$ cat src/design/hcsp_pkg.sv
// ----------------------------------------------------------------------------
// hcsp_pkg: shared definitions for the hex colour string parser
// Character codes, field widths, result format codes and the hex digit decode
// used by the scan stage and the result formatter.
// ----------------------------------------------------------------------------
package hcsp_pkg;

   localparam int CHAR_W      = 8;
   localparam int CHAN_W      = 8;
   localparam int VALUE_W     = 32;
   localparam int DIGIT_W     = 4;
   localparam int HEX_COUNT_W = 4;

   localparam logic [CHAR_W-1:0] CHAR_NUL   = 8'h00;
   localparam logic [CHAR_W-1:0] CHAR_HASH  = 8'h23;
   localparam logic [CHAR_W-1:0] CHAR_ZERO  = 8'h30;
   localparam logic [CHAR_W-1:0] CHAR_NINE  = 8'h39;
   localparam logic [CHAR_W-1:0] CHAR_LO_A  = 8'h61;
   localparam logic [CHAR_W-1:0] CHAR_LO_F  = 8'h66;
   localparam logic [CHAR_W-1:0] CHAR_UP_A  = 8'h41;
   localparam logic [CHAR_W-1:0] CHAR_UP_F  = 8'h46;

   // Digit run length at which scanning stops, and the valid run lengths.
   localparam logic [HEX_COUNT_W-1:0] MAX_DIGITS   = 4'd9;
   localparam logic [HEX_COUNT_W-1:0] COUNT_RGB    = 4'd3;
   localparam logic [HEX_COUNT_W-1:0] COUNT_RRGGBB = 4'd6;
   localparam logic [HEX_COUNT_W-1:0] COUNT_ARGB   = 4'd8;

   localparam logic [CHAN_W-1:0] CHAN_FULL  = 8'hFF;
   localparam logic [CHAN_W-1:0] CHAN_EMPTY = 8'h00;

   typedef enum logic [1:0] {
      FMT_FALLBACK = 2'd0,
      FMT_RGB      = 2'd1,
      FMT_RRGGBB   = 2'd2,
      FMT_AARRGGBB = 2'd3
   } format_kind_type;

   typedef struct packed {
      logic is_hex;
      logic [DIGIT_W-1:0] digit;
   } hex_digit_type;

   // Scan state as seen by the formatter and the checks at the top level.
   typedef struct packed {
      logic                   at_first_char;
      logic [HEX_COUNT_W-1:0] hex_count;
      logic                   scan_stopped;
      logic                   non_hex_seen;
      logic [VALUE_W-1:0]     accumulated_value;
   } scan_status_type;

   function automatic hex_digit_type hex_decode(input logic [CHAR_W-1:0] ch);
      hex_digit_type res;
      logic [CHAR_W-1:0] diff;
      res  = '{is_hex: 1'b0, digit: '0};
      diff = '0;
      priority if (ch >= CHAR_ZERO && ch <= CHAR_NINE) begin
         diff = ch - CHAR_ZERO;
         res  = '{is_hex: 1'b1, digit: diff[DIGIT_W-1:0]};
      end else if (ch >= CHAR_LO_A && ch <= CHAR_LO_F) begin
         diff = ch - CHAR_LO_A + 8'd10;
         res  = '{is_hex: 1'b1, digit: diff[DIGIT_W-1:0]};
      end else if (ch >= CHAR_UP_A && ch <= CHAR_UP_F) begin
         diff = ch - CHAR_UP_A + 8'd10;
         res  = '{is_hex: 1'b1, digit: diff[DIGIT_W-1:0]};
      end else begin
         res = '{is_hex: 1'b0, digit: '0};
      end
      return res;
   endfunction

endpackage

$ cat src/design/hcsp_if.sv
// ----------------------------------------------------------------------------
// hcsp_if: channel interfaces of the hex colour string parser
// Valid/ready channels for the character items in and the colour items out.
// ----------------------------------------------------------------------------
interface hcsp_req_if;
   logic       valid;
   logic       ready;
   logic [7:0] character;

   modport source (output valid, output character, input ready);
   modport sink   (input valid, input character, output ready);
endinterface

interface hcsp_rsp_if;
   logic       valid;
   logic       ready;
   logic [7:0] alpha;
   logic [7:0] red;
   logic [7:0] green;
   logic [7:0] blue;
   logic [1:0] format_kind;
   logic       strictly_valid;

   modport source (output valid, output alpha, output red, output green, output blue,
                   output format_kind, output strictly_valid, input ready);
   modport sink   (input valid, input alpha, input red, input green, input blue,
                   input format_kind, input strictly_valid, output ready);
endinterface

$ cat src/design/hcsp_scan.sv
// ----------------------------------------------------------------------------
// hcsp_scan: input register and digit scan
// Holds one character item and folds it into the running scan state; a
// terminator is handed to the formatter and clears the scan state.
// ----------------------------------------------------------------------------
module hcsp_scan
   import hcsp_pkg::*;
(
   input  logic            clock,
   input  logic            reset,
   hcsp_req_if.sink        req_channel,
   input  logic            out_free,
   output logic            term_load,
   output scan_status_type status
);

   logic                   in_valid_ff, in_valid_in;
   logic [CHAR_W-1:0]      char_ff, char_in;
   logic                   at_first_ff, at_first_in;
   logic [HEX_COUNT_W-1:0] count_ff, count_in;
   logic                   stopped_ff, stopped_in;
   logic                   non_hex_ff, non_hex_in;
   logic [VALUE_W-1:0]     value_ff, value_in;

   logic                   advance;
   logic                   accept;
   logic                   is_term;
   logic [HEX_COUNT_W-1:0] count_inc;
   hex_digit_type          dec;

   assign is_term   = (char_ff == CHAR_NUL);
   // A plain character never waits; a terminator waits for the result register.
   assign advance   = in_valid_ff && (!is_term || out_free);
   assign req_channel.ready = !in_valid_ff || advance;
   assign accept    = req_channel.valid && req_channel.ready;
   assign term_load = in_valid_ff && is_term && out_free;
   assign dec       = hex_decode(char_ff);
   assign count_inc = count_ff + 4'd1;

   always_comb begin
      in_valid_in = accept ? 1'b1 : (advance ? 1'b0 : in_valid_ff);
      char_in     = accept ? req_channel.character : char_ff;
      at_first_in = at_first_ff;
      count_in    = count_ff;
      stopped_in  = stopped_ff;
      non_hex_in  = non_hex_ff;
      value_in    = value_ff;
      if (advance) begin
         if (is_term) begin
            at_first_in = 1'b1;
            count_in    = '0;
            stopped_in  = 1'b0;
            non_hex_in  = 1'b0;
            value_in    = '0;
         end else begin
            at_first_in = 1'b0;
            if (!(at_first_ff && char_ff == CHAR_HASH)) begin
               if (!dec.is_hex) begin
                  non_hex_in = 1'b1;
                  stopped_in = 1'b1;
               end else if (!stopped_ff) begin
                  value_in = {value_ff[VALUE_W-DIGIT_W-1:0], dec.digit};
                  count_in = count_inc;
                  if (count_inc >= MAX_DIGITS) begin
                     stopped_in = 1'b1;
                  end
               end
            end
         end
      end
   end

   always_ff @(posedge clock) begin
      if (reset) begin
         in_valid_ff <= 1'b0;
         at_first_ff <= 1'b1;
         count_ff    <= '0;
         stopped_ff  <= 1'b0;
         non_hex_ff  <= 1'b0;
         value_ff    <= '0;
      end else begin
         in_valid_ff <= in_valid_in;
         at_first_ff <= at_first_in;
         count_ff    <= count_in;
         stopped_ff  <= stopped_in;
         non_hex_ff  <= non_hex_in;
         value_ff    <= value_in;
      end
   end

   always_ff @(posedge clock) begin
      char_ff <= char_in;
   end

   assign status = '{at_first_char:     at_first_ff,
                     hex_count:         count_ff,
                     scan_stopped:      stopped_ff,
                     non_hex_seen:      non_hex_ff,
                     accumulated_value: value_ff};

endmodule

$ cat src/design/hcsp_format.sv
// ----------------------------------------------------------------------------
// hcsp_format: colour decode and result register
// Turns the digit count and accumulated value into a colour item and holds it
// until the consumer takes it.
// ----------------------------------------------------------------------------
module hcsp_format
   import hcsp_pkg::*;
(
   input  logic            clock,
   input  logic            reset,
   input  logic            term_load,
   input  scan_status_type status,
   hcsp_rsp_if.source      rsp_channel,
   output logic            out_free
);

   logic              rsp_valid_ff, rsp_valid_in;
   logic [CHAN_W-1:0] alpha_ff, alpha_in;
   logic [CHAN_W-1:0] red_ff, red_in;
   logic [CHAN_W-1:0] green_ff, green_in;
   logic [CHAN_W-1:0] blue_ff, blue_in;
   format_kind_type   kind_ff, kind_in;
   logic              strict_ff, strict_in;
   logic [VALUE_W-1:0] v;

   assign v        = status.accumulated_value;
   assign out_free = !rsp_valid_ff || rsp_channel.ready;

   always_comb begin
      rsp_valid_in = term_load ? 1'b1 : (rsp_channel.ready ? 1'b0 : rsp_valid_ff);
      alpha_in = CHAN_FULL;
      red_in   = CHAN_FULL;
      green_in = CHAN_EMPTY;
      blue_in  = CHAN_FULL;
      kind_in  = FMT_FALLBACK;
      unique case (status.hex_count)
         COUNT_RGB: begin
            // A nibble times 17 is the nibble written twice.
            red_in   = {v[11:8], v[11:8]};
            green_in = {v[7:4], v[7:4]};
            blue_in  = {v[3:0], v[3:0]};
            kind_in  = FMT_RGB;
         end
         COUNT_RRGGBB: begin
            red_in   = v[23:16];
            green_in = v[15:8];
            blue_in  = v[7:0];
            kind_in  = FMT_RRGGBB;
         end
         COUNT_ARGB: begin
            alpha_in = v[31:24];
            red_in   = v[23:16];
            green_in = v[15:8];
            blue_in  = v[7:0];
            kind_in  = FMT_AARRGGBB;
         end
         default: begin
            kind_in = FMT_FALLBACK;
         end
      endcase
      strict_in = (kind_in != FMT_FALLBACK) && !status.non_hex_seen;
   end

   always_ff @(posedge clock) begin
      if (reset) begin
         rsp_valid_ff <= 1'b0;
      end else begin
         rsp_valid_ff <= rsp_valid_in;
      end
   end

   always_ff @(posedge clock) begin
      if (term_load) begin
         alpha_ff  <= alpha_in;
         red_ff    <= red_in;
         green_ff  <= green_in;
         blue_ff   <= blue_in;
         kind_ff   <= kind_in;
         strict_ff <= strict_in;
      end
   end

   assign rsp_channel.valid          = rsp_valid_ff;
   assign rsp_channel.alpha          = alpha_ff;
   assign rsp_channel.red            = red_ff;
   assign rsp_channel.green          = green_ff;
   assign rsp_channel.blue           = blue_ff;
   assign rsp_channel.format_kind    = kind_ff;
   assign rsp_channel.strictly_valid = strict_ff;

endmodule

$ cat src/design/hex_color_string_parser_unit.sv
// ----------------------------------------------------------------------------
// hex_color_string_parser_unit: hex colour string parser
// Parses a zero-terminated colour string, one character per item, into an
// alpha/red/green/blue colour item with its format and a strict-validity flag.
// ----------------------------------------------------------------------------
//
//   Channel       Direction  Payload                                  Items
//   req_channel   in         character[7:0]                           one per byte
//   rsp_channel   out        alpha, red, green, blue, format_kind,    one per
//                            strictly_valid                           terminator
//
// One character item is accepted every cycle unless a terminator waits for the
// result register; the digit decode, shift and count update happen in the input
// register, and a terminator loads the result register from there when it is free.
// Reset is synchronous and active high; it empties both registers and returns
// the scan to the start of a string.
// A stalled result holds only terminators back: ordinary characters keep
// flowing while a finished colour item waits in the result register.
//
module hex_color_string_parser_unit
   import hcsp_pkg::*;
(
   input  logic       clock,
   input  logic       reset,
   hcsp_req_if.sink   req_channel,
   hcsp_rsp_if.source rsp_channel
);

   // Handshake between the scan stage and the result register.
   logic            term_load;
   logic            out_free;
   scan_status_type status;

   // The scan stage keeps the input register and the running digit state.
   hcsp_scan u_scan (
      .clock       (clock),
      .reset       (reset),
      .req_channel (req_channel),
      .out_free    (out_free),
      .term_load   (term_load),
      .status      (status)
   );

   // The formatter decodes the finished scan and holds the colour item.
   hcsp_format u_format (
      .clock       (clock),
      .reset       (reset),
      .term_load   (term_load),
      .status      (status),
      .rsp_channel (rsp_channel),
      .out_free    (out_free)
   );

`ifndef NO_ASSERTIONS
   // Loading a result must leave the scan ready for a fresh string.
   a_clear_after_term: assert property (@(posedge clock) disable iff (reset)
      term_load |=> (status.at_first_char && status.hex_count == '0 &&
                     !status.scan_stopped && !status.non_hex_seen))
      else $error("scan state not cleared after a terminator");

   // The digit count saturates at the stop length and stops the scan there.
   a_count_stops: assert property (@(posedge clock) disable iff (reset)
      status.hex_count >= MAX_DIGITS |-> (status.hex_count == MAX_DIGITS &&
                                          status.scan_stopped))
      else $error("digit count overran or scan not stopped");

   // A strictly valid colour item never carries the fallback format.
   a_strict_format: assert property (@(posedge clock) disable iff (reset)
      (rsp_channel.valid && rsp_channel.strictly_valid) |->
         (rsp_channel.format_kind != FMT_FALLBACK))
      else $error("strictly valid item with fallback format");
`endif

endmodule

$ cat src/flat_wrapper.sv
// flat-port wrapper written by rule: the top's interface ports become plain ports
module hex_color_string_parser_unit_flat import hcsp_pkg::*;
  (clock, reset, req_channel_valid, req_channel_character, req_channel_ready, rsp_channel_valid, rsp_channel_alpha, rsp_channel_red, rsp_channel_green, rsp_channel_blue, rsp_channel_format_kind, rsp_channel_strictly_valid, rsp_channel_ready);
  hcsp_req_if req_channel_i ();
  hcsp_rsp_if rsp_channel_i ();
  input  logic clock;
  input  logic reset;
  input wire logic [$bits(req_channel_i.valid)-1:0] req_channel_valid;
  input wire logic [$bits(req_channel_i.character)-1:0] req_channel_character;
  output wire logic [$bits(req_channel_i.ready)-1:0] req_channel_ready;
  output wire logic [$bits(rsp_channel_i.valid)-1:0] rsp_channel_valid;
  output wire logic [$bits(rsp_channel_i.alpha)-1:0] rsp_channel_alpha;
  output wire logic [$bits(rsp_channel_i.red)-1:0] rsp_channel_red;
  output wire logic [$bits(rsp_channel_i.green)-1:0] rsp_channel_green;
  output wire logic [$bits(rsp_channel_i.blue)-1:0] rsp_channel_blue;
  output wire logic [$bits(rsp_channel_i.format_kind)-1:0] rsp_channel_format_kind;
  output wire logic [$bits(rsp_channel_i.strictly_valid)-1:0] rsp_channel_strictly_valid;
  input wire logic [$bits(rsp_channel_i.ready)-1:0] rsp_channel_ready;
  assign req_channel_i.valid = req_channel_valid;
  assign req_channel_i.character = req_channel_character;
  assign req_channel_ready = req_channel_i.ready;
  assign rsp_channel_valid = rsp_channel_i.valid;
  assign rsp_channel_alpha = rsp_channel_i.alpha;
  assign rsp_channel_red = rsp_channel_i.red;
  assign rsp_channel_green = rsp_channel_i.green;
  assign rsp_channel_blue = rsp_channel_i.blue;
  assign rsp_channel_format_kind = rsp_channel_i.format_kind;
  assign rsp_channel_strictly_valid = rsp_channel_i.strictly_valid;
  assign rsp_channel_i.ready = rsp_channel_ready;
  hex_color_string_parser_unit u_core (.clock(clock), .reset(reset), .req_channel(req_channel_i), .rsp_channel(rsp_channel_i));
endmodule
$ cat config.mk
export PLATFORM = sky130hd
export DESIGN_NAME = hex_color_string_parser_unit_flat
export DESIGN_NICKNAME = d
export VERILOG_FILES = /design/src/design/hcsp_pkg.sv /design/src/design/hcsp_if.sv /design/src/design/hcsp_scan.sv /design/src/design/hcsp_format.sv /design/src/design/hex_color_string_parser_unit.sv /design/src/flat_wrapper.sv
export SDC_FILE = /design/constraint.sdc
export NUM_CORES = 1
export LEC_CHECK = 0
export ABC_CLOCK_PERIOD_IN_PS = 4100
export BUFFER_PORTS_ARGS = -buffer_cell sky130_fd_sc_hd__buf_2
export CAP_MARGIN = 20
export CORE_MARGIN = 10
export CORE_UTILIZATION = 57
export CTS_CLUSTER_DIAMETER = 60
export DETAILED_ROUTE_END_ITERATION = 8
export PLACE_DENSITY = 0.79
export SKIP_LAST_GASP = 1
export SYNTH_ARGS = -nofsm -noshare
export SYNTH_HDL_FRONTEND = slang
export SYNTH_HIERARCHICAL = 1
export SYNTH_SLANG_ARGS = --single-unit
$ cat constraint.sdc
create_clock -name clock -period 4.1 [get_ports clock]
set_clock_uncertainty 0.05 [all_clocks]
set_input_delay 0.205 -clock clock [delete_from_list [all_inputs] [get_ports clock]]
set_output_delay 0.205 -clock clock [all_outputs]
set_load 0.05 [all_outputs]
# Word-level counts from Yosys, hierarchy flattened
# Cells that the tools add are included.
[totals]
regBits = 84
input_bits = 12
word_cells = 87
[op_classes]
n_addsub = 6
magnitude_cmp = 7
n_eq_ne = 7
muxes = 28
n_reduce_logical = 25
[op_table]
columns = ["operator", "count"]
rows = [
  ["2-to-1 mux 32 bit", 4],
  ["one-hot mux 8 bit (2 select lines)", 3],
  [">= comparator 8 x 7 -> 1 bit (second input constant)", 2],
  ["<= comparator 8 x 7 -> 1 bit (second input constant)", 2],
  ["2-to-1 mux 4 bit", 4],
  ["2-to-1 mux 5 bit", 3],
  ["2-to-1 mux 1 bit", 13],
  ["subtractor 4 x 1 -> 4 bit (second input constant)", 3],
  ["logical AND 1 bit", 9],
  ["adder 4 bit (second input constant)", 2],
  ["equality test 8 x 6 -> 1 bit (second input constant)", 1],
  [">= comparator 8 x 6 -> 1 bit (second input constant)", 1],
  ["<= comparator 8 x 6 -> 1 bit (second input constant)", 1],
  ["zero test 8 bit", 1],
  ["nonzero test 2 bit", 4],
  ["one-hot mux 2 bit (3 select lines)", 1],
  ["adder 4 x 1 -> 4 bit (second input constant)", 1],
  ["equality test 4 x 2 -> 1 bit (second input constant)", 1],
  ["equality test 4 x 3 -> 1 bit (second input constant)", 1],
  ["equality test 4 bit (second input constant)", 1],
  [">= comparator 4 bit (second input constant)", 1],
  ["zero test 1 bit", 4],
  ["!= test 2 bit (second input constant)", 2],
  ["AND reduction 4 bit", 1],
  ["5 further kinds", 7],
]

# Longest topological paths before layout
[depth]
ltp_word = 9
mapped_depth = 9
depth_no_buf = 7

# By module
# Netlist, hierarchy kept.
[modules_own_cells]
columns = ["mod", "instances", "cells_each", "area_per_inst_um2", "seq_area_each_um2"]
rows = [
  ["hcsp_scan", 1, 230, 2067.0, 1041.0],
  ["hcsp_format", 1, 126, 1657.8, 1071.0],
]

# Worst setup path before layout
# No wires, ideal clock.
[synth_timing]
path_kind = "reg-to-reg"
startpoint = "register u_core.u_scan.char_ff[3]"
endpoint = "register u_core.u_format.alpha_ff[0], in the netlist u_core/u_format/rsp_channel.alpha[0] (enable)"
setup_time_ps = 390
arrival_ps = 2387
t_required_ps = 3660
slack_ps = 1273
stages_incl_launch_ff = 7
path_buffers = 2
cell_sequence = "edfxtp_1 > nor4_1 > nor4bb_1 > clkbuf_1 > nand2_1 > clkbuf_1 > inv_1"
[synth_via]
elab_chain_len = 3
[synth_rtl]
columns = ["item", "line_no", "source"]
rows = [
  ["start, declared", "hcsp_scan.sv:18", "logic [CHAR_W-1:0] char_ff, char_in;"],
  ["start signal, assigned", "hcsp_scan.sv:92", "char_ff <= char_in;"],
  ["zero test 8 bit", "hcsp_scan.sv:31", "assign is_term = (char_ff == CHAR_NUL);"],
  ["logical AND 1 bit (2 in a row)", "hcsp_scan.sv:36", "assign term_load = in_valid_ff && is_term && out_free;"],
  ["net u_core.term_load", "hex_color_string_parser_unit.sv:30", "logic term_load;"],
  ["end signal, assigned", "hcsp_format.sv:74", "alpha_ff <= alpha_in;"],
  ["end, declared", "hcsp_format.sv:18", "logic [CHAN_W-1:0] alpha_ff, alpha_in;"],
]
# The timed path passes the listed nets, and every way through them passes these cells.
# A chain may end at the register's enable or synchronous reset.

# Worst setup path after layout
[layout_timing]
startpoint = "register u_core.u_scan.char_ff[3]"
endpoint = "register u_core.u_scan.value_ff[2]"
[layout_via]
elab_chain_len = 9
elab_cells_between_ends = 26
classes_between = "order compare: 6; eq/ne: 3; mux: 7; reduce/logical: 10"
[layout_rtl]
columns = ["item", "line_no", "source"]
rows = [
  [">= comparator 8 x 7 -> 1 bit / <= comparator 8 x 7 -> 1 bit (equally long branches)", "hcsp_pkg.sv:64", "end else if (ch >= CHAR_UP_A && ch <= CHAR_UP_F) begin"],
  ["logical AND 1 bit", "hcsp_pkg.sv:64", ""],
  ["2-to-1 mux 5 bit", "hcsp_pkg.sv:64", ""],
  ["2-to-1 mux 5 bit", "hcsp_pkg.sv:61", "end else if (ch >= CHAR_LO_A && ch <= CHAR_LO_F) begin"],
  ["2-to-1 mux 5 bit", "hcsp_pkg.sv:58", "priority if (ch >= CHAR_ZERO && ch <= CHAR_NINE) begin"],
  ["2-to-1 mux 32 bit", "hcsp_scan.sv:61", "end else if (!stopped_ff) begin"],
  ["2-to-1 mux 32 bit", "hcsp_scan.sv:58", "if (!dec.is_hex) begin"],
  ["2-to-1 mux 32 bit", "hcsp_scan.sv:57", "if (!(at_first_ff && char_ff == CHAR_HASH)) begin"],
  ["2-to-1 mux 32 bit", "hcsp_scan.sv:49", "if (is_term) begin"],
  ["end signal, assigned", "hcsp_scan.sv:87", "value_ff <= value_in;"],
  ["end, declared", "hcsp_scan.sv:23", "logic [VALUE_W-1:0] value_ff, value_in;"],
]
# Several ways; a longest one is shown, not always the timed one. The select of a mux whose other input is x is not followed.

==> flow_summary.yaml <==
cts:
  htreeDepth: 3
  cts_root_buffer: "clkbuf_8"
  clkTransAtPathRegs_ps: 80
  cts_made_buffers: 9
  cts.sinks: 84
  cts_tree: "built"
  clk_path_buf_depth: 2
  post_cts_buffers: 0
  clk_latency_ps: 340
grt:
  grt_pass1_wl_um: 13500
  overflow: 0
  track_usage_pct: 16.3
  grt_max_degree: 45
  grt_pass1_vias: 2799
  antenna_found_initial: 0
critical_path:
  cp.required_ps: 4290
  path_class: "flop to flop"
  endpoint_kind: "flop"
  crit_arrival_ps: 2890
  reg2reg_setup_slack_ps: 1400
  cp_max_fo: 32
  r2r_cells: 5
  start_kind: "flop"
routing:
  drt_wl_total_um: 8320
  post_drt_wl_per_cell_um: 17.3
  viasPerCell: 6.06
  firstDrtPassIters: 4
  drc_errors: 0
  drt-initial-drc-count: 259
  vias: 2914
  final_antenna_net_count: 0
logic_synthesis:
  synth_cells: 354
  yosysWarnings: 6
  synth_area_um2: 3710
  avgSynthCellArea_um2: 10.5
  syn_nets: 372
floorplan:
  core_um2: 6350
  initial_utilization_pct: 58.4
  row_count: 29
  die_h_um: 101
  ios: 49
  die_w_um: 101
  die_area_um2: 10100
final_layout:
  drive_gt1_share_pct: 19.1
  fill_cells: 459
  antenna_cells: 0
  final_cell_mix: "buf_2 (48), nand2_1 (43), edfxtp_1 (43)"
  multiInputGateArea_um2: 1430
  seqCellArea_um2: 2110
  finalNonFillerCells: 481
  fin_nets: 417
  final_common_cell: "buf_2"
  syn2layout_area_growth_pct: 15.2
timing:
  period_share_pct: 65.9
  setup_viol: 0
  drv_slew: 0
  tightest_slew_ps: 1020
  hold_viol: 0
  fin_setup_tns_ps: 0
  slew_headroom_pct: 31.9
  rsz0062_at_grt: "no"
  fmax_mhz: 370
  fin_crit_ps: 2700
pwr:
  cellLeakagePower_nw: 1.34
  irDropWorstVdd_uv: 239
  pwr_density_cell_nw_per_um2: 395
min_path:
  hold_depth: 3
  min_path_type: "input pin to flop"
placed_design:
  gp_congestion: 0.828
  dpl.hpwl_um: 5340
  io_buffers: 48
  placed_cells: 457
job:
  drv_cap: 0
run_status:
  status: "completed"
==> critical path, stage by stage, from the launching register on <==
cell,delay (ps)
edfxtp_1,480
or4b_4,600
nor3b_4,280
o221a_2,670
a21oi_1,180
o41ai_1,340
==> flip-flops by register name, indices dropped and copies added (netlist names) <==
register	flops
u_core/u_format/rsp_channel.alpha	8
u_core/u_format/rsp_channel.blue	8
u_core/u_format/rsp_channel.format_kind	2
u_core/u_format/rsp_channel.green	8
u_core/u_format/rsp_channel.red	8
u_core/u_format/rsp_channel.strictly_valid	1
u_core/u_format/rsp_channel.valid	1
u_core/u_scan/at_first_ff	1
u_core/u_scan/char_ff	8
u_core/u_scan/count_ff	4
u_core/u_scan/in_valid_ff	1
u_core/u_scan/non_hex_ff	1
u_core/u_scan/stopped_ff	1
u_core/u_scan/value_ff	32
==> layout make-up <==
cell class	instances	area share, %
timing repair buffer	60	8.19
tap	77	2.25
inverter	10	0.878
clock inverter	6	2.60
sequential	84	49.4
multi-input combinational	234	33.5
clock buffer	10	3.22
==> power by group <==
part | switching (mW) | internal [mW]
logic | 0.0425 | 0.0313
clock network | 0.294 | 0.421
registers | 0.0142 | 0.886
==> per-stage QoR <==
step | utilization, % | cell area [um^2] | total power [mW] | hold slack [ps] | setup slack [ps]
2_1_floorplan | - | 3710 | 0.970 | 224 | 1270
3_5_place_dp | 62.1 | 3950 | 0.986 | 333 | 1470
5_1_grt | 67.3 | 4280 | 1.74 | 56.2 | 1290
4_1_cts | 67.3 | 4280 | 1.70 | 51.4 | 1450
3_3_place_gp | 62.1 | 3950 | 0.981 | 332 | 1600
6_report | 67.3 | 4280 | 1.69 | 60.7 | 1400
==> what timing repair did <==
item | 4_1_cts | 5_1_grt
hold buffers | 8 | 0
hold endpoints to repair | 8 | 0
resized for setup | 0 | 0
==> layer usage <==
layer  up-vias  part of all wire (%)  track usage [%]  wire length [um]
met5         -                     0                0                 0
met4         0                   1.1             7.17                95
met3         9                   7.8             4.25               650
met2       123                    50             26.9              4150
met1      1391                    41             19.6              3420
li1       1391                     -                -                 -
==> worst paths after layout <==
kind | startpoint | end
max | u_core/u_scan/char_ff[3] | u_core/u_scan/value_ff[2]
min | req_channel_valid | u_core/u_scan/in_valid_ff
max reg2reg | u_core/u_scan/char_ff[3] | u_core/u_scan/value_ff[2]
min reg2reg | u_core/u_scan/value_ff[30] | u_core/u_scan/value_ff[30]
Note: power is estimated with default switching activity, not from simulation.
